`src/rtl/mqfb_pkg.sv`:
```
// ----------------------------------------------------------------------------
// mqfb_pkg: shared types and constants for the multi-queue FIFO bank
// Sizes of the queue bank, item field widths, the command passed from the
// front end to the back end, and the state encodings of both ends.
// ----------------------------------------------------------------------------
`default_nettype none

package mqfb_pkg;

  // Bank geometry
  localparam int MAX_QUEUES  = 16;
  localparam int QUEUE_DEPTH = 256;
  localparam int QW  = (MAX_QUEUES > 1) ? $clog2(MAX_QUEUES) : 1;
  localparam int PW  = (QUEUE_DEPTH > 1) ? $clog2(QUEUE_DEPTH) : 1;
  localparam int CW  = $clog2(QUEUE_DEPTH + 1);
  localparam int ECW = $clog2(MAX_QUEUES + 1);
  localparam int AW  = QW + PW;

  // Field widths
  localparam int CFG_W     = 5;
  localparam int CFG_RESET = 16;
  localparam int CAT_W     = 16;
  localparam int ID_W      = 31;
  localparam int S_TDATA_W = ((CAT_W + ID_W + 7) / 8) * 8;
  localparam int M_TDATA_W = ((ID_W + 7) / 8) * 8;

  // Modulo unit: category bits retired per cycle
  localparam int MOD_BITS  = 4;
  localparam int MOD_STEPS = CAT_W / MOD_BITS;
  localparam int MSW       = (MOD_STEPS > 1) ? $clog2(MOD_STEPS) : 1;

  // Command queue between front and back
  localparam int FIFO_DEPTH = 4;
  localparam int FAW        = $clog2(FIFO_DEPTH);

  typedef enum logic {
    KIND_ENQ = 1'b0,
    KIND_DEQ = 1'b1
  } kind_t;

  typedef struct packed {
    kind_t           kind;
    logic [QW-1:0]   queue;
    logic [ID_W-1:0] post_id;
  } cmd_t;

  typedef enum logic [1:0] {
    FR_IDLE,
    FR_DIV,
    FR_PUSH
  } fr_state_t;

  typedef enum logic {
    BK_IDLE,
    BK_READ
  } bk_state_t;

  // Clamp the configured queue count to 1..MAX_QUEUES
  function automatic logic [ECW-1:0] eff_count(input logic [CFG_W-1:0] c);
    if (c == '0) begin
      return ECW'(1);
    end else if (int'(c) > MAX_QUEUES) begin
      return ECW'(MAX_QUEUES);
    end else begin
      return ECW'(c);
    end
  endfunction

endpackage

`default_nettype wire

```
`src/rtl/mqfb_cmd_fifo.sv`:
```
// ----------------------------------------------------------------------------
// mqfb_cmd_fifo: command queue between front and back
// A short register FIFO that lets the front end and the back end stall
// independently of each other.
// ----------------------------------------------------------------------------
`default_nettype none

module mqfb_cmd_fifo (
  input  wire logic           clk,
  input  wire logic           rst,
  input  wire logic           in_valid,
  output logic                in_ready,
  input  wire mqfb_pkg::cmd_t in_cmd,
  output logic                out_valid,
  input  wire logic           out_ready,
  output mqfb_pkg::cmd_t      out_cmd
);
  import mqfb_pkg::*;

  cmd_t           slots [FIFO_DEPTH];
  logic [FAW-1:0] wr_ptr, rd_ptr;
  logic [FAW:0]   count;
  logic           push, pop;

  assign in_ready  = (count != (FAW+1)'(FIFO_DEPTH));
  assign out_valid = (count != '0);
  assign out_cmd   = slots[rd_ptr];
  assign push      = in_valid && in_ready;
  assign pop       = out_valid && out_ready;

  // Pointers and occupancy
  always_ff @(posedge clk) begin
    if (rst) begin
      wr_ptr <= '0;
      rd_ptr <= '0;
      count  <= '0;
    end else begin
      if (push) begin
        wr_ptr <= (wr_ptr == FAW'(FIFO_DEPTH - 1)) ? '0 : wr_ptr + 1'b1;
      end
      if (pop) begin
        rd_ptr <= (rd_ptr == FAW'(FIFO_DEPTH - 1)) ? '0 : rd_ptr + 1'b1;
      end
      if (push && !pop) begin
        count <= count + 1'b1;
      end else if (pop && !push) begin
        count <= count - 1'b1;
      end
    end
  end

  // Store pushed commands
  always_ff @(posedge clk) begin
    if (push) begin
      slots[wr_ptr] <= in_cmd;
    end
  end

endmodule

`default_nettype wire

```
`config.mk`:
```
export PLATFORM = sky130hd
export DESIGN_NAME = mqfb_cmd_fifo
export DESIGN_NICKNAME = d
export VERILOG_FILES = /design/src/rtl/mqfb_pkg.sv /design/src/rtl/mqfb_cmd_fifo.sv
export SDC_FILE = /design/constraint.sdc
export NUM_CORES = 1
export LEC_CHECK = 0
export BUFFER_PORTS_ARGS = -buffer_cell sky130_fd_sc_hd__buf_4
export CAP_MARGIN = 20
export CORE_UTILIZATION = 53
export CTS_BUF_LIST = sky130_fd_sc_hd__clkbuf_4 sky130_fd_sc_hd__clkbuf_8
export DETAILED_ROUTE_END_ITERATION = 16
export HOLD_SLACK_MARGIN = 0.12
export PLACE_DENSITY_LB_ADDON = 0.1
export SETUP_SLACK_MARGIN = 0.3
export SKIP_LAST_GASP = 1
export SLEW_MARGIN = 20
export SYNTH_ARGS = -nofsm -noshare
export SYNTH_HDL_FRONTEND = slang
export SYNTH_SLANG_ARGS = --single-unit
export TNS_END_PERCENT = 50
```
`constraint.sdc`:
```
create_clock -name clk -period 2 [get_ports clk]
set_input_delay 0.1 -clock clk [delete_from_list [all_inputs] [get_ports clk]]
set_output_delay 0.1 -clock clk [all_outputs]
set_load 0.02 [all_outputs]
```
Word level (Yosys, flattened, before mapping)
Memory sizes are Yosys's and may differ from the RTL's. A register that Yosys moved wholly into a read port is not among the register bits. Index checks and enable logic that the tools add are counted.

Register bits after elaboration: 7. Memory bits (writable): 144. Memories: 1.

Add/sub/neg operators: 4. Equal/unequal tests: 3. Muxes and demuxes: 8. Reduce and logical (&&, ||, !) cells: 8.

Memories: slots (depth 4, bits a word 36, rd ports 1, clocked after Yosys merged registers in 1, write ports 1, line mqfb_cmd_fifo.sv:20) `cmd_t slots [FIFO_DEPTH];`.

Operators with widths (count): $mux W2 (4); $mux W3 (2); $add A2 B1 Y2 const B (2); $eq A2 B2 Y1 const B (2); $logic_and A1 B1 Y1 (4); $add A3 B1 Y3 const B (1); $ne A3 B3 Y1 const B (1); $reduce_bool A3 Y1 (1); $sub A3 B1 Y3 const B (1); $logic_not A1 Y1 (2); $mux W1 (2); $reduce_bool A2 Y1 (1).

Logic depth before layout (Yosys ltp)
Depth in word-level cells: 6. Mapped depth: 9. Mapped depth without buffers: 8.

Worst setup path before layout
OpenSTA, ideal clock, no wires.

Kind: register to register. Start point: register count[0]. End point: register count[2]. Data arrival time: 2.170 ns. Setup slack: -0.240 ns. Stages on the path, launching flop included: 10. Buffers on the path: 1. Cell sequence: dfxtp_1 or3b_1 clkbuf_2 and2_4 ha_1 inv_1 fa_1 xor2_1 or3_2 a21oi_1.

Word-level cells in the longest chain between the ends: 5.

Ends and longest elaborated chain: from (decl) (line mqfb_cmd_fifo.sv:22) `logic [FAW:0] count;`; from (signal assigned) (line mqfb_cmd_fifo.sv:45) `count <= count + 1'b1;`; from (signal assigned) (line mqfb_cmd_fifo.sv:47) `count <= count - 1'b1;`; $ne A3 B3 Y1 (*) (line mqfb_cmd_fifo.sv:25) `assign in_ready = (count != (FAW+1)'(FIFO_DEPTH));`; named net in_ready (line mqfb_cmd_fifo.sv:12) `output logic in_ready,`; $logic_and A1 B1 Y1 (*) (line mqfb_cmd_fifo.sv:28) `assign push = in_valid && in_ready;`; named net push (line mqfb_cmd_fifo.sv:23) `logic push, pop;`; $logic_not A1 Y1 (line mqfb_cmd_fifo.sv:46) `end else if (pop && !push) begin`; $logic_and A1 B1 Y1 (line mqfb_cmd_fifo.sv:46); $reduce_bool A2 Y1 (no source line).

Mark *: on every way through the listed nets, which the timed path passes. The rest lies on a longest branch. The select of a mux whose other input is x is not followed. A chain may end at the register's enable or synchronous reset.

Worst setup path after layout
Start point: register count[2]. End point: register count[2].

Word-level cells in the longest chain between the ends: 5.

Ends and longest elaborated chain (line): $ne A3 B3 Y1 (*) (mqfb_cmd_fifo.sv:25); $logic_and A1 B1 Y1 (*) (mqfb_cmd_fifo.sv:28); named net push (mqfb_cmd_fifo.sv:23); $logic_not A1 Y1 (mqfb_cmd_fifo.sv:46); $logic_and A1 B1 Y1 (mqfb_cmd_fifo.sv:46); $reduce_bool A2 Y1 (no source line).

Marks and branches as above.

==> flow_summary_export.csv <==
group,metric,value,unit
status,status,"completed",
routing,wl,10.4,mm
setup_path,cp-end-kind,"flip-flop",
routing,post_drt_wl_per_cell,19.5,um
routing,num_vias,2814,
final_layout,final_common_cell,"edfxtp_1",
clocking,cts_buffers,17,
yosys,synth_cell_types,27,
routing,ant_nets,0,
final_layout,fillers,615,
yosys,synth_top_family_by_area,"multiplexers",
grt,grt_max_degree,37,
final_layout,diodes,0,
yosys,synth_compound_area_share,0.619,%
grt,track_usage,20.8,%
yosys,syn_area_per_cell,24.0,sq um
yosys,synthArstFlopShare,0,%
floorplan,core-area,10300,sq um
timing,fin_skew,0.00971,ns
grt,grt_pass1_wl,16.2,mm
yosys,seq_area_frac_synth,79.5,%
yosys,syn_nets,283,
clocking,clk-insertion-delay-late,0.44,ns
placement,hpwl,5.81,mm
job,cap_violations,0,
clocking,cts_buffer_depth,2,
pwr,p_leak,2.69,nW
clocking,htreeDepth,4,
timing,tns,0,ns
yosys,synth_edf_count,144,
timing,period_minus_slack,1.94,ns
final_layout,final_cells,535,
pwr,totalPowerFinal,0.00930,W
setup_path,cp-start-kind,"flip-flop",
timing,final-setup-viol-count,0,
yosys,syn_area,5660,sq um
pwr,p_per_area,1210,nW/um^2
routing,via_per_inst,5.26,
yosys,synthAdderAreaFrac,1.68,%
timing,rsz0062_at_grt,"yes",
yosys,synth.mux.area_fraction,14.8,%
final_layout,fin_util,74.5,%
final_layout,final_nets,433,
setup_path,arrival,2.31,ns
setup_path,r2r_cells,8,
timing,worst_slew_pin_slew,0.364,ns
timing,hold_viol,0,
setup_path,r2r-end,"count[2]",
worst_hold_path,whs_path_depth,5,
placement,gp_congestion,0.688,
final_layout,areaGrowthSynthToFinish,35.8,%
grt,gr-total-overflow,0,
routing,drt_iter0_markers,117,
setup_path,worstPathMaxFanout,3,
final_layout,final_cell_mix,"edfxtp_1, buf_4, dlygate4sd3_1, buf_6, mux4_2",
worst_hold_path,worstHoldPathType,"input pin to flip-flop",
setup_path,critPathKind,"flip-flop to flip-flop",
yosys,yosysWarnings,0,
setup_path,r2r_start,"count[2]",
floorplan,die_area,11100,sq um
yosys,syn_inst,236,
clocking,path_clk_slew,0.08,ns
yosys,synthXorXnorAreaFrac,0.309,%
clocking,tritoncts,"yes",
worst_hold_path,min-delay-start,"out_ready",
placement,placed_cells,451,
placement,placed_area,6530,sq um
timing,clock.fmax,516,MHz
clocking,root_buffer,"clkbuf_8",
setup_path,rrSetupSlack,0.06,ns
setup_path,critPathRequiredTime,2.37,ns
floorplan,rows,37,
clocking,cts_sinks,153,
routing,drc,0,
timing,slew_headroom,75.7,%
yosys,synthSimpleGateAreaFrac,1.88,%
yosys,synth_ff_type,"edfxtp_1",
floorplan,start_util,54.9,%
yosys,synth-seq-cells,153,
grt,antenna_found_initial,0,
floorplan,die_x,105,um
timing,slew_violations,0,
pwr,vdd_ir_drop_max,658,uV
timing,fin_crit_sh,97.0,%
grt,grt_pass1_vias,2992,
floorplan,die_y,105,um
final_layout,layout-drive-gt1-share,47.1,%
placement,port_buffers,77,
final_layout,fin_area,7690,sq um
floorplan,pin_count,78,
routing,drt_first_pass_iters,4,
## how the worst max path moves through the flow
stage	startpoint	to	slack [ns]	cells after the start
CTS	count[2]	count[2]	0.06	8
global placement	count[1]	count[2]	0.09	7
floorplan	count[0]	count[2]	0.008	9
global route	count[2]	count[2]	-0.003	8
finish	count[2]	count[2]	0.06	8
detailed placement	count[1]	count[2]	-0.01	7
## stage by stage
| step | hold slack [ns] | setup slack (ns) |
|---|---|---|
| floorplan | 0.199 | 0.00809 |
| global route | 0.147 | -0.00265 |
| CTS | 0.125 | 0.0581 |
| global placement | 0.300 | 0.0886 |
| detailed placement | 0.303 | -0.0140 |
| finish | 0.156 | 0.0605 |
## cell usage after synthesis (2+ instances only)
cell type,count,area (sq um)
a21oi_1,2,10.0
and3_2,4,30.0
inv_1,3,11.3
edfxtp_1,144,4320
nand2b_1,2,12.5
xor2_1,2,17.5
clkbuf_2,2,10.0
mux4_2,36,811
buf_1,3,11.3
ha_1,6,75.1
nor2_1,3,11.3
mux2i_1,3,30.0
buf_4,3,22.5
dfxtp_1,9,180
or3_2,2,15.0
## kinds of logic (layout without fill, tap and decap cells)
| group | Yosys count | after routing |
|---|---|---|
| AOI/OAI and AO/OA | 5 | 5 |
| xor gates and xnor gates | 2 | 2 |
| adders and majority gates | 7 | 7 |
| buffers and inverters | 13 | 176 |
| DFF | 153 | 153 |
| muxes | 39 | 39 |
| and+or+nand+nor | 17 | 17 |
## area by class of cell
| type | instances | area (sq um) | share of cell area, % |
|---|---|---|---|
| inverters | 3 | 11.3 | 0.146 |
| well taps | 136 | 170 | 2.21 |
| flip-flops and latches | 153 | 4520 | 58.8 |
| clock buffers | 19 | 249 | 3.24 |
| clock inverters | 13 | 153 | 1.99 |
| multi-input cells | 70 | 1130 | 14.7 |
| repair buffers | 141 | 1450 | 18.8 |
## layer usage
layer	vias to the layer above	GRT usage (%)	routed length, um
li1	1291	-	-
met1	1442	25.7	4420
met2	71	35.0	5560
met3	10	5.94	339
met4	0	7.55	103
met5	-	0	0
## sequential cells by signal (all words and copies together), names as in the netlist, named ones only
signal,flops
slots,144
wr_ptr,2
rd_ptr,2
count,3
## critical path, cell delays in order (launching register included)
cell and delay [ns]:
dfxtp_4 0.36, or3b_4 0.23, and2_4 0.15, ha_4 0.14, inv_2 0.03, fa_2 0.32, xor2_1 0.17, or3_4 0.33
a21oi_2 0.13
## timing repair
| action | CTS | global route |
|---|---|---|
| pin swaps | 4 | 0 |
| setup endpoints to repair | 67 | 89 |
| hold endpoints to repair | 153 | 0 |
| hold buffers | 38 | 0 |
| gates resized for setup | 18 | 37 |
| gates cloned | 2 | 1 |
| setup buffers | 7 | 4 |
## report_power, final
part / switching, W / total [W] / internal (W)
Sequential: 0.000149 / 0.00405 / 0.00390
Clock: 0.00108 / 0.00233 / 0.00125
Combinational: 0.00132 / 0.00291 / 0.00160
Total: 0.00255 / 0.00930 / 0.00675
(Power assumes the default switching activity.)
