**config.mk**
```make
export PLATFORM = sky130hd
export DESIGN_NAME = mqfb_front
export DESIGN_NICKNAME = d
export VERILOG_FILES = /design/src/rtl/mqfb_pkg.sv /design/src/rtl/mqfb_front.sv
export SDC_FILE = /design/constraint.sdc
export NUM_CORES = 1
export LEC_CHECK = 0
export BUFFER_PORTS_ARGS = -buffer_cell sky130_fd_sc_hd__buf_2
export CAP_MARGIN = 20
export CORE_MARGIN = 2
export CORE_UTILIZATION = 28
export DETAILED_ROUTE_END_ITERATION = 16
export GPL_TIMING_DRIVEN = 1
export PLACE_DENSITY_LB_ADDON = 0.05
export SLEW_MARGIN = 0
export SYNTH_ARGS = -nofsm -noshare
export SYNTH_HDL_FRONTEND = slang
export SYNTH_SLANG_ARGS = --single-unit
export TNS_END_PERCENT = 5
```
**constraint.sdc**
```tcl
create_clock -name clk -period 6.2 [get_ports clk]
set_clock_uncertainty 0.05 [all_clocks]
set_input_delay 1.24 -clock clk [delete_from_list [all_inputs] [get_ports clk]]
set_output_delay 1.24 -clock clk [all_outputs]
set_load 0.05 [all_outputs]
```
**src/rtl/mqfb_pkg.sv**
```systemverilog
// ----------------------------------------------------------------------------
// mqfb_pkg: shared types and constants for the multi-queue FIFO bank
// Sizes of the queue bank, item field widths, the command passed from the
// front end to the back end, and the state encodings of both ends.
// ----------------------------------------------------------------------------
`default_nettype none

package mqfb_pkg;

  // Bank geometry
  localparam int MAX_QUEUES  = 16;
  localparam int QUEUE_DEPTH = 256;
  localparam int QW  = (MAX_QUEUES > 1) ? $clog2(MAX_QUEUES) : 1;
  localparam int PW  = (QUEUE_DEPTH > 1) ? $clog2(QUEUE_DEPTH) : 1;
  localparam int CW  = $clog2(QUEUE_DEPTH + 1);
  localparam int ECW = $clog2(MAX_QUEUES + 1);
  localparam int AW  = QW + PW;

  // Field widths
  localparam int CFG_W     = 5;
  localparam int CFG_RESET = 16;
  localparam int CAT_W     = 16;
  localparam int ID_W      = 31;
  localparam int S_TDATA_W = ((CAT_W + ID_W + 7) / 8) * 8;
  localparam int M_TDATA_W = ((ID_W + 7) / 8) * 8;

  // Modulo unit: category bits retired per cycle
  localparam int MOD_BITS  = 4;
  localparam int MOD_STEPS = CAT_W / MOD_BITS;
  localparam int MSW       = (MOD_STEPS > 1) ? $clog2(MOD_STEPS) : 1;

  // Command queue between front and back
  localparam int FIFO_DEPTH = 4;
  localparam int FAW        = $clog2(FIFO_DEPTH);

  typedef enum logic {
    KIND_ENQ = 1'b0,
    KIND_DEQ = 1'b1
  } kind_t;

  typedef struct packed {
    kind_t           kind;
    logic [QW-1:0]   queue;
    logic [ID_W-1:0] post_id;
  } cmd_t;

  typedef enum logic [1:0] {
    FR_IDLE,
    FR_DIV,
    FR_PUSH
  } fr_state_t;

  typedef enum logic {
    BK_IDLE,
    BK_READ
  } bk_state_t;

  // Clamp the configured queue count to 1..MAX_QUEUES
  function automatic logic [ECW-1:0] eff_count(input logic [CFG_W-1:0] c);
    if (c == '0) begin
      return ECW'(1);
    end else if (int'(c) > MAX_QUEUES) begin
      return ECW'(MAX_QUEUES);
    end else begin
      return ECW'(c);
    end
  endfunction

endpackage

`default_nettype wire

```
**src/rtl/mqfb_front.sv**
```systemverilog
// ----------------------------------------------------------------------------
// mqfb_front: request intake and queue selection
// Accepts one request, reduces its category modulo the queue count with a
// restoring remainder unit, and hands a command to the command queue.
// ----------------------------------------------------------------------------
`default_nettype none

module mqfb_front (
  input  wire logic                          clk,
  input  wire logic                          rst,
  input  wire logic                          in_valid,
  output logic                               in_ready,
  input  wire mqfb_pkg::kind_t               in_kind,
  input  wire logic [mqfb_pkg::CAT_W-1:0]    in_category,
  input  wire logic [mqfb_pkg::ID_W-1:0]     in_post_id,
  input  wire logic [mqfb_pkg::CFG_W-1:0]    queue_count,
  output logic                               cmd_valid,
  input  wire logic                          cmd_ready,
  output mqfb_pkg::cmd_t                     cmd
);
  import mqfb_pkg::*;

  fr_state_t            state, state_next;
  kind_t                kind_r;
  logic [ID_W-1:0]      id_r;
  logic [CAT_W-1:0]     cat_r, cat_next;
  logic [ECW-1:0]       rem, rem_next;
  logic [ECW-1:0]       eff;
  logic [MSW-1:0]       step;
  logic [ECW:0]         trial;
  logic [ECW-1:0]       r_w;
  logic [CAT_W-1:0]     sh_w;
  logic                 accept;
  logic                 last_step;

  assign accept    = in_valid && in_ready;
  assign last_step = (step == MSW'(MOD_STEPS - 1));

  // Retire MOD_BITS category bits: shift in, compare, subtract
  always_comb begin
    r_w   = rem;
    sh_w  = cat_r;
    trial = '0;
    for (int i = 0; i < MOD_BITS; i++) begin
      trial = {r_w, sh_w[CAT_W-1]};
      sh_w  = sh_w << 1;
      if (trial >= {1'b0, eff}) begin
        trial = trial - {1'b0, eff};
      end
      r_w = trial[ECW-1:0];
    end
    rem_next = r_w;
    cat_next = sh_w;
  end

  // Next state
  always_comb begin
    state_next = state;
    case (state)
      FR_IDLE: if (in_valid) state_next = FR_DIV;
      FR_DIV:  if (last_step) state_next = FR_PUSH;
      FR_PUSH: if (cmd_ready) state_next = FR_IDLE;
      default: state_next = FR_IDLE;
    endcase
  end

  // Outputs
  always_comb begin
    in_ready      = 1'b0;
    cmd_valid     = 1'b0;
    case (state)
      FR_IDLE: in_ready  = 1'b1;
      FR_PUSH: cmd_valid = 1'b1;
      default: ;
    endcase
    cmd.kind    = kind_r;
    cmd.queue   = rem[QW-1:0];
    cmd.post_id = id_r;
  end

  // Control registers
  always_ff @(posedge clk) begin
    if (rst) begin
      state <= FR_IDLE;
      step  <= '0;
    end else begin
      state <= state_next;
      if (accept) begin
        step <= '0;
      end else if (state == FR_DIV) begin
        step <= step + 1'b1;
      end
    end
  end

  // Payload registers: load on accept, advance during division
  always_ff @(posedge clk) begin
    if (accept) begin
      kind_r <= in_kind;
      id_r   <= in_post_id;
      cat_r  <= in_category;
      rem    <= '0;
      eff    <= eff_count(queue_count);
    end else if (state == FR_DIV) begin
      cat_r <= cat_next;
      rem   <= rem_next;
    end
  end

endmodule

`default_nettype wire

```
; ---- Word level (Yosys, flattened, before mapping)
; Cells that the tools add are included.
[word_totals]
ff_bits = 62
in_bits = 57
output_inout_bits = 38
word_cells = 44
[classes]
add_sub_neg = 5
magnitude_cmp = 5
eq_ne = 6
n_mux = 13
reduce_logical = 7
[ops]
columns = op, n
row1 = $mux 16, 2
row2 = $mux 5, 5
row3 = $ge 6x5->1, 4
row4 = $sub 5x5->5, 4
row5 = $mux 2, 3
row6 = $ne 2x2->1 const B, 3
row7 = $pmux 2 s3, 1
row8 = $gt 5x5->1 const B, 1
row9 = $logic_not 5->1, 1
row10 = $eq 2x2->1 const B, 2
row11 = $reduce_or 2->1, 2
row12 = $reduce_and 3->1, 1
row13 = $add 2x1->2 const B, 1
row14 = $eq 2x1->1 const B, 1
row15 = $logic_not 2->1, 1
row16 = $mux 1, 2
row17 = $reduce_bool 2->1, 1
row18 = $logic_and 1x1->1, 1

; ---- Logic depth before layout (Yosys ltp)
; Gate-level depths: netlist of the first run.
[logic_depth]
ltp_word = 8
mapped_depth = 32
ltp_nobuf = 32

; ---- Worst setup path after synthesis of the first run
; No wires, ideal clock.
[synth_timing]
path_kind = flip-flop to flip-flop
start = register eff[1]
end = register rem[2]
setup_ps = 116
t_arrival_ps = 6467
t_required_ps = 6034
path_slack_ps = -433
stages_incl_launch_ff = 30
n_path_buf = 0
synth_period_minus_slack_ps = 6633
cell_sequence = edfxtp_1 > inv_1 > fa_1 > a21oi_1 > o221a_4 > nor2_1 > or2_2 > inv_1 > ha_1 > nor2_1 > a21oi_1 > o21ai_0 > o211ai_4 > o21ai_0 > inv_1 > ha_1 > a41o_1 > o22ai_1 > o211ai_1 > mux2_4 > mux2i_1 > fa_1 > a21oi_1 > nor2b_1 > o21ai_0 > nand2b_1 > a221o_2 > a221oi_4 > o32ai_1 > a31o_2
[synth_via]
elab_chain_cells = 8
elab_cells_between_ends = 12
classes_between = add/sub (4) / order compare (4) / mux (4)
[synth_rtl]
columns = item, line_no
row1 = from (decl), mqfb_front.sv:28  ; logic [ECW-1:0] eff;
row2 = from (signal assigned), mqfb_front.sv:103  ; eff <= eff_count(queue_count);
row3 = $sub 5x5->5 or $ge 6x5->1 (tied branches), "mqfb_front.sv:48, mqfb_front.sv:47"
row4 = $mux 5, mqfb_front.sv:47  ; if (trial >= {1'b0, eff}) begin
row5 = $sub 5x5->5 or $ge 6x5->1 (tied branches), "mqfb_front.sv:48, mqfb_front.sv:47"
row6 = $mux 5, mqfb_front.sv:47
row7 = $sub 5x5->5 or $ge 6x5->1 (tied branches), "mqfb_front.sv:48, mqfb_front.sv:47"
row8 = $mux 5, mqfb_front.sv:47
row9 = $ge 6x5->1 or $sub 5x5->5 (tied branches), "mqfb_front.sv:47, mqfb_front.sv:48"
row10 = $mux 5 (*), mqfb_front.sv:47
row11 = to (signal assigned), mqfb_front.sv:106  ; rem <= rem_next;
row12 = to (decl), mqfb_front.sv:27  ; logic [ECW-1:0] rem, rem_next;
; Every way passes the cells marked *; elsewhere a longest branch is shown, timed or not.
; A chain may end at the register's enable or synchronous reset.

; ---- Worst setup path after layout of the first run
[layout_timing]
start = register cat_r[15]
end = register rem[1]
[layout_via]
elab_chain_cells = 8
elab_cells_between_ends = 12
classes_between = add/sub (4) / order compare (4) / mux (4)
[layout_rtl]
columns = item, line_no
row1 = from (decl), mqfb_front.sv:26  ; logic [CAT_W-1:0] cat_r, cat_next;
row2 = from (signal assigned), mqfb_front.sv:101  ; cat_r <= in_category;
row3 = from (signal assigned), mqfb_front.sv:105  ; cat_r <= cat_next;
row4 = $sub 5x5->5 or $ge 6x5->1 (tied branches), "mqfb_front.sv:48, mqfb_front.sv:47"
row5 = $mux 5 (*), mqfb_front.sv:47
row6 = $sub 5x5->5 or $ge 6x5->1 (tied branches), "mqfb_front.sv:48, mqfb_front.sv:47"
row7 = $mux 5 (*), mqfb_front.sv:47
row8 = $sub 5x5->5 or $ge 6x5->1 (tied branches), "mqfb_front.sv:48, mqfb_front.sv:47"
row9 = $mux 5 (*), mqfb_front.sv:47
row10 = $ge 6x5->1 or $sub 5x5->5 (tied branches), "mqfb_front.sv:47, mqfb_front.sv:48"
row11 = $mux 5 (*), mqfb_front.sv:47
; Marks and branches as above.

==> results of run 1 <==
## per-layer routing
layer,vias to the layer above,wire length (microns)
met4,0,108
met2,54,3919
met1,1105,3467
li1,1184,-
met5,-,0
met3,8,372
## worst max-delay path, delay by kind of cell (launching register included)
kind	cells	cell delay [ps]
AND/OR/NAND/NOR	5	540
AO/OA/AOI/OAI	13	2330
flip-flops	1	390
buffers and inverters	4	350
multiplexers	4	1080
adder cells (fa/ha/maj)	5	1360
## logic make-up after synthesis
family                     synth area share
DFF                                  0.5520
and+or+nand+nor                     0.08343
AOI/OAI and AO/OA                   0.09358
buffers and inverters               0.03860
adders and majority gates            0.1146
muxes                               0.08226
xor gates and xnor gates            0.03548
## worst max-delay path by stage
stage,start,end,slack (ps),depth (start not counted)
floorplan,cat_r[15]$_DFFE_PP_,rem[2]$_SDFFE_PP0P_,60,29
global placement,cat_r[15]$_DFFE_PP_,rem[1]$_SDFFE_PP0P_,-20,33
detailed placement,cat_r[15]$_DFFE_PP_,rem[1]$_SDFFE_PP0P_,-170,30
CTS,cat_r[15]$_DFFE_PP_,rem[1]$_SDFFE_PP0P_,20,32
global route,cat_r[15]$_DFFE_PP_,rem[1]$_SDFFE_PP0P_,-260,30
finish,cat_r[15]$_DFFE_PP_,rem[1]$_SDFFE_PP0P_,10,31
## cell usage after synthesis, drive strengths merged (2+ instances only)
| cell | instances | area share |
|---|---|---|
| edfxtp | 53 | 0.50 |
| ha | 23 | 0.090 |
| inv | 20 | 0.023 |
| nor2 | 17 | 0.020 |
| mux2 | 16 | 0.057 |
| a21oi | 11 | 0.018 |
| nand2 | 11 | 0.013 |
| xnor2 | 10 | 0.027 |
| dfxtp | 9 | 0.056 |
| mux2i | 8 | 0.025 |
| o21ai | 7 | 0.011 |
| buf | 6 | 0.013 |
| and2 | 5 | 0.0097 |
| and3 | 5 | 0.010 |
| a21o | 4 | 0.0094 |
| fa | 4 | 0.025 |
| nand2b | 4 | 0.0078 |
| nor2b | 3 | 0.0058 |
| xor2 | 3 | 0.0082 |
| clkbuf | 2 | 0.0023 |
| nand3 | 2 | 0.0047 |
| nor3 | 2 | 0.0031 |
| o211ai | 2 | 0.0090 |
## state kept, by name, summed over array words and instances, names as in the netlist
signal and cells:
cat_r 16, state 2, eff 5, rem 5
step 2, kind_r 1, id_r 31
## repair_timing
| action | 4_1_cts | 5_1_grt |
|---|---|---|
| gates resized for setup | 17 | 22 |
| hold buffers | 0 | 0 |
| setup buffers | 5 | 9 |
| setup endpoints to repair | 5 | 5 |
| pin swaps | 12 | 21 |
## metrics by stage
stage,cell area (sq um),utilization
4_1_cts,4544,0.4014
2_1_floorplan,3246,-
3_5_place_dp,4110,0.3631
6_report,4716,0.4166
5_1_grt,4716,0.4166
3_3_place_gp,4110,0.3631
## area by class of cell
class	count	area share
Sequential cell	62	0.3757
Clock buffer	9	0.04776
Multi-Input combinational cell	155	0.3261
Clock inverter	7	0.01565
Inverter	20	0.01592
Timing Repair Buffer	143	0.1809
Tap cell	143	0.03794
==> flow_summary.toml, run 1 <==
[timing]
period_minus_slack_ps = 6186
fmax_mhz = 161.6
rsz0062_at_grt = "yes"
finalSetupViolCount = 0
tightest_slew_ps = 693.6
final_hold_viol_count = 0
final.period_utilization = 0.9978
whs_ps = 445.6
fin_tns_setup_ps = 0
layout_setup_ws_ps = 13.63
drv_slew = 0
slew_headroom = 0.5371

[setup_path]
reg2reg_slack_ps = 10
rr_startpoint = "cat_r[15]$_DFFE_PP_"
arrival_ps = 6350
r2r_cells = 31
critPathRequiredTime_ps = 6360
r2r-end = "rem[1]$_SDFFE_PP0P_"
cp-start-kind = "register"
max_stage_delay_ps = 410
cp_max_fo = 6
worst_path_max_delay_cell = "a221o_2"
cp-end-kind = "register"
path_class = "register to register"

[routing]
via_per_inst = 4.362
vias = 2351
ant_nets = 0
drc = 0
post_drt_wl_per_cell_microns = 14.60
drt_iter0_drc = 85
drt-total-wl_microns = 7868
drt_pass1_iterations = 4

[grt]
use_met2 = 0.2115
grt_max_degree = 54
use_met1 = 0.1671
track_usage = 0.1316
antenna_found_initial = 0
overflow = 0
use_met3 = 0.04101
top_usage_layer = "met2"
grt_pass1_wl_microns = 12360
grt_pass1_vias = 2428

[cts]
htree_levels = 3
cts-root-buf = "clkbuf_16"
clk_latency_ps = 330
cts_buffers = 9
clock_path_buffers = 2
clkSinkCount = 62
cts_tree = "built"
clk_pin_slew_worst_paths_ps = 50

[floorplanning]
die_width_microns = 111.1
die_h_microns = 111.1
core_area_sq_um = 11320
rows = 39
dieArea_sq_um = 12330
start_util = 0.2835
io_pins = 95

[placement]
pre_cts_ws_ps = -169.0
hpwl_microns = 5906
dp.cells = 509
portBuffers = 94
place_congestion = 0.8451

[yosys]
synth_area_sq_um = 3209
yosys_warnings = 0
synthArstFlopShare = 0
synthCells = 245
synth-seq-cells = 62
postSynthAreaPerCell_sq_um = 13.10
synth_edf_count = 53
synth_nets = 329
synth_cell_types = 48
synth_ff_type = "edfxtp_1"
ys_seq_area_frac = 0.5520

[min_path]
hp-class = "register to register"
min_to = "rem[4]$_SDFFE_PP0P_"
hold_path_startpoint = "rem[4]$_SDFFE_PP0P_"
hold_path_depth = 2

[cells_and_area]
multi_input_area_sq_um = 1538
layout_common_cells = "buf_2, edfxtp_1, buf_4"
register_area_sq_um = 1772
instances_no_fill = 539
layout.nets = 475
drive_above_1_share = 0.5556
final_common_cell = "buf_2"
area_delta_synth_final_pct = 46.94
diodes = 0
n_fill_cell = 1110

[status]
status = "finished clean"

[flow_run]
drv_cap = 0
Power of run 1 is not shown: default switching activity piles up to over one toggle a cycle in this logic, so the estimate is an artifact.
==> run 2, diff against run 1 <==
CORE_ASPECT_RATIO = 1.2   (was unset)
==> flow_summary.toml, run 2 (synthesis gave the netlist of run 1 again) <==
[status]
status = "finished clean"

[grt]
overflow = 0
track_usage = 0.1283
grt_pass1_wl_microns = 11870
grt_max_degree = 53
antenna_found_initial = 0
grt_pass1_vias = 2472

[routing]
via_per_inst = 4.345
drt-total-wl_microns = 7696
ant_nets = 0
drc = 0
post_drt_wl_per_cell_microns = 13.92
drt_iter0_drc = 68
drt_pass1_iterations = 4
vias = 2403

[cts]
clkSinkCount = 62
cts_buffers = 9
cts_tree = "built"
clk_pin_slew_worst_paths_ps = 50
htree_levels = 3
clock_path_buffers = 2
clk_latency_ps = 320
cts-root-buf = "clkbuf_16"
hold_buffers = 0

[floorplanning]
core_area_sq_um = 11090
rows = 42
io_pins = 95
die_width_microns = 101.7
start_util = 0.2894
die_h_microns = 121.3
dieArea_sq_um = 12340

[cells_and_area]
reg_top3 = "id_r (31), cat_r (16)"
layout.nets = 478
fin_util = 0.4212
final_common_cell = "buf_2"
max_flop_register = "id_r"
largest_reg_flops = 31
n_fill_cell = 1058
diodes = 0
area_delta_synth_final_pct = 45.54
drive_above_1_share = 0.5464
layout_common_cells = "buf_2, edfxtp_1, buf_4"

[min_path]
hold_path_startpoint = "rem[4]$_SDFFE_PP0P_"
hp-class = "register to register"

[setup_path]
max_stage_delay_ps = 390
crit_path_start = "cat_r[15]$_DFFE_PP_"
worst_path_max_delay_cell = "edfxtp_1"
cp-end-kind = "register"
critPathRequiredTime_ps = 6360
rr_startpoint = "cat_r[15]$_DFFE_PP_"
cp_max_fo = 7
path_class = "register to register"
arrival_ps = 6190
cp-start-kind = "register"

[timing]
finalSetupViolCount = 0
rsz0062_at_grt = "yes"
final_hold_viol_count = 0
tightest_slew_ps = 698.3
fmax_mhz = 165.8
period_minus_slack_ps = 6032
slew_headroom = 0.5340
drv_slew = 0
final.period_utilization = 0.9730

[flow_run]
drv_cap = 0

[placement]
place_congestion = 0.7947
hpwl_microns = 5808
portBuffers = 94
run 2: per-stage QoR:
step	TNS (ps)	worst slack [ps]	cells	hold slack (ps)	instance area, sq um
after floorplan	0	61.50	245	386.7	3246
after global placement	-379.0	-115.6	527	428.6	4177
after detailed placement	-906.6	-229.6	527	410.3	4177
after CTS	0	8.087	548	425.7	4571
after global routing	-433.9	-129.3	553	460.0	4671
final	0	167.6	553	430.0	4671
run 2: layout make-up:
type	count	area, sq um	area share
clock buffers	10	229.0	0.04902
clock inverters	6	28.78	0.006161
inverters	20	75.07	0.01607
multi-input cells	155	1509	0.3231
flip-flops and latches	62	1772	0.3793
well taps	154	192.7	0.04125
repair buffers	146	864.6	0.1851
run 2: final timing paths:
check,slack (ps),cells past startpoint,endpoint
worst max-delay path,170,32,rem[3]$_SDFFE_PP0P_
worst min register to register,430,2,rem[4]$_SDFFE_PP0P_
worst min-delay path,430,2,rem[4]$_SDFFE_PP0P_
worst max register to register,170,32,rem[3]$_SDFFE_PP0P_
run 2: repair_timing:
action	in CTS	in global routing
hold endpoints to repair	0	0
gates resized for setup	16	18
setup buffers	5	6
endpoints found under the setup margin	5	5
cloned	0	0
pin swaps	11	18
run 2: worst max-delay path, delay by kind of cell, from the launching register on:
kind | cells | cell delay (ps)
compound gates | 13 | 2050
fa+ha+maj | 5 | 1360
buf+inv | 5 | 510
flops | 1 | 390
mux | 4 | 1080
simple gates | 5 | 460
run 2: routing by layer:
| layer | global-route usage | vias up | routed length [microns] |
|---|---|---|---|
| met2 | 0.2118 | 70 | 3823 |
| met4 | 0.05490 | 0 | 141 |
| met1 | 0.1520 | 1130 | 3246 |
| met5 | 0 | - | 0 |
| met3 | 0.04032 | 11 | 485 |
| li1 | - | 1192 | - |
Power of run 2 is left out for the same reason.
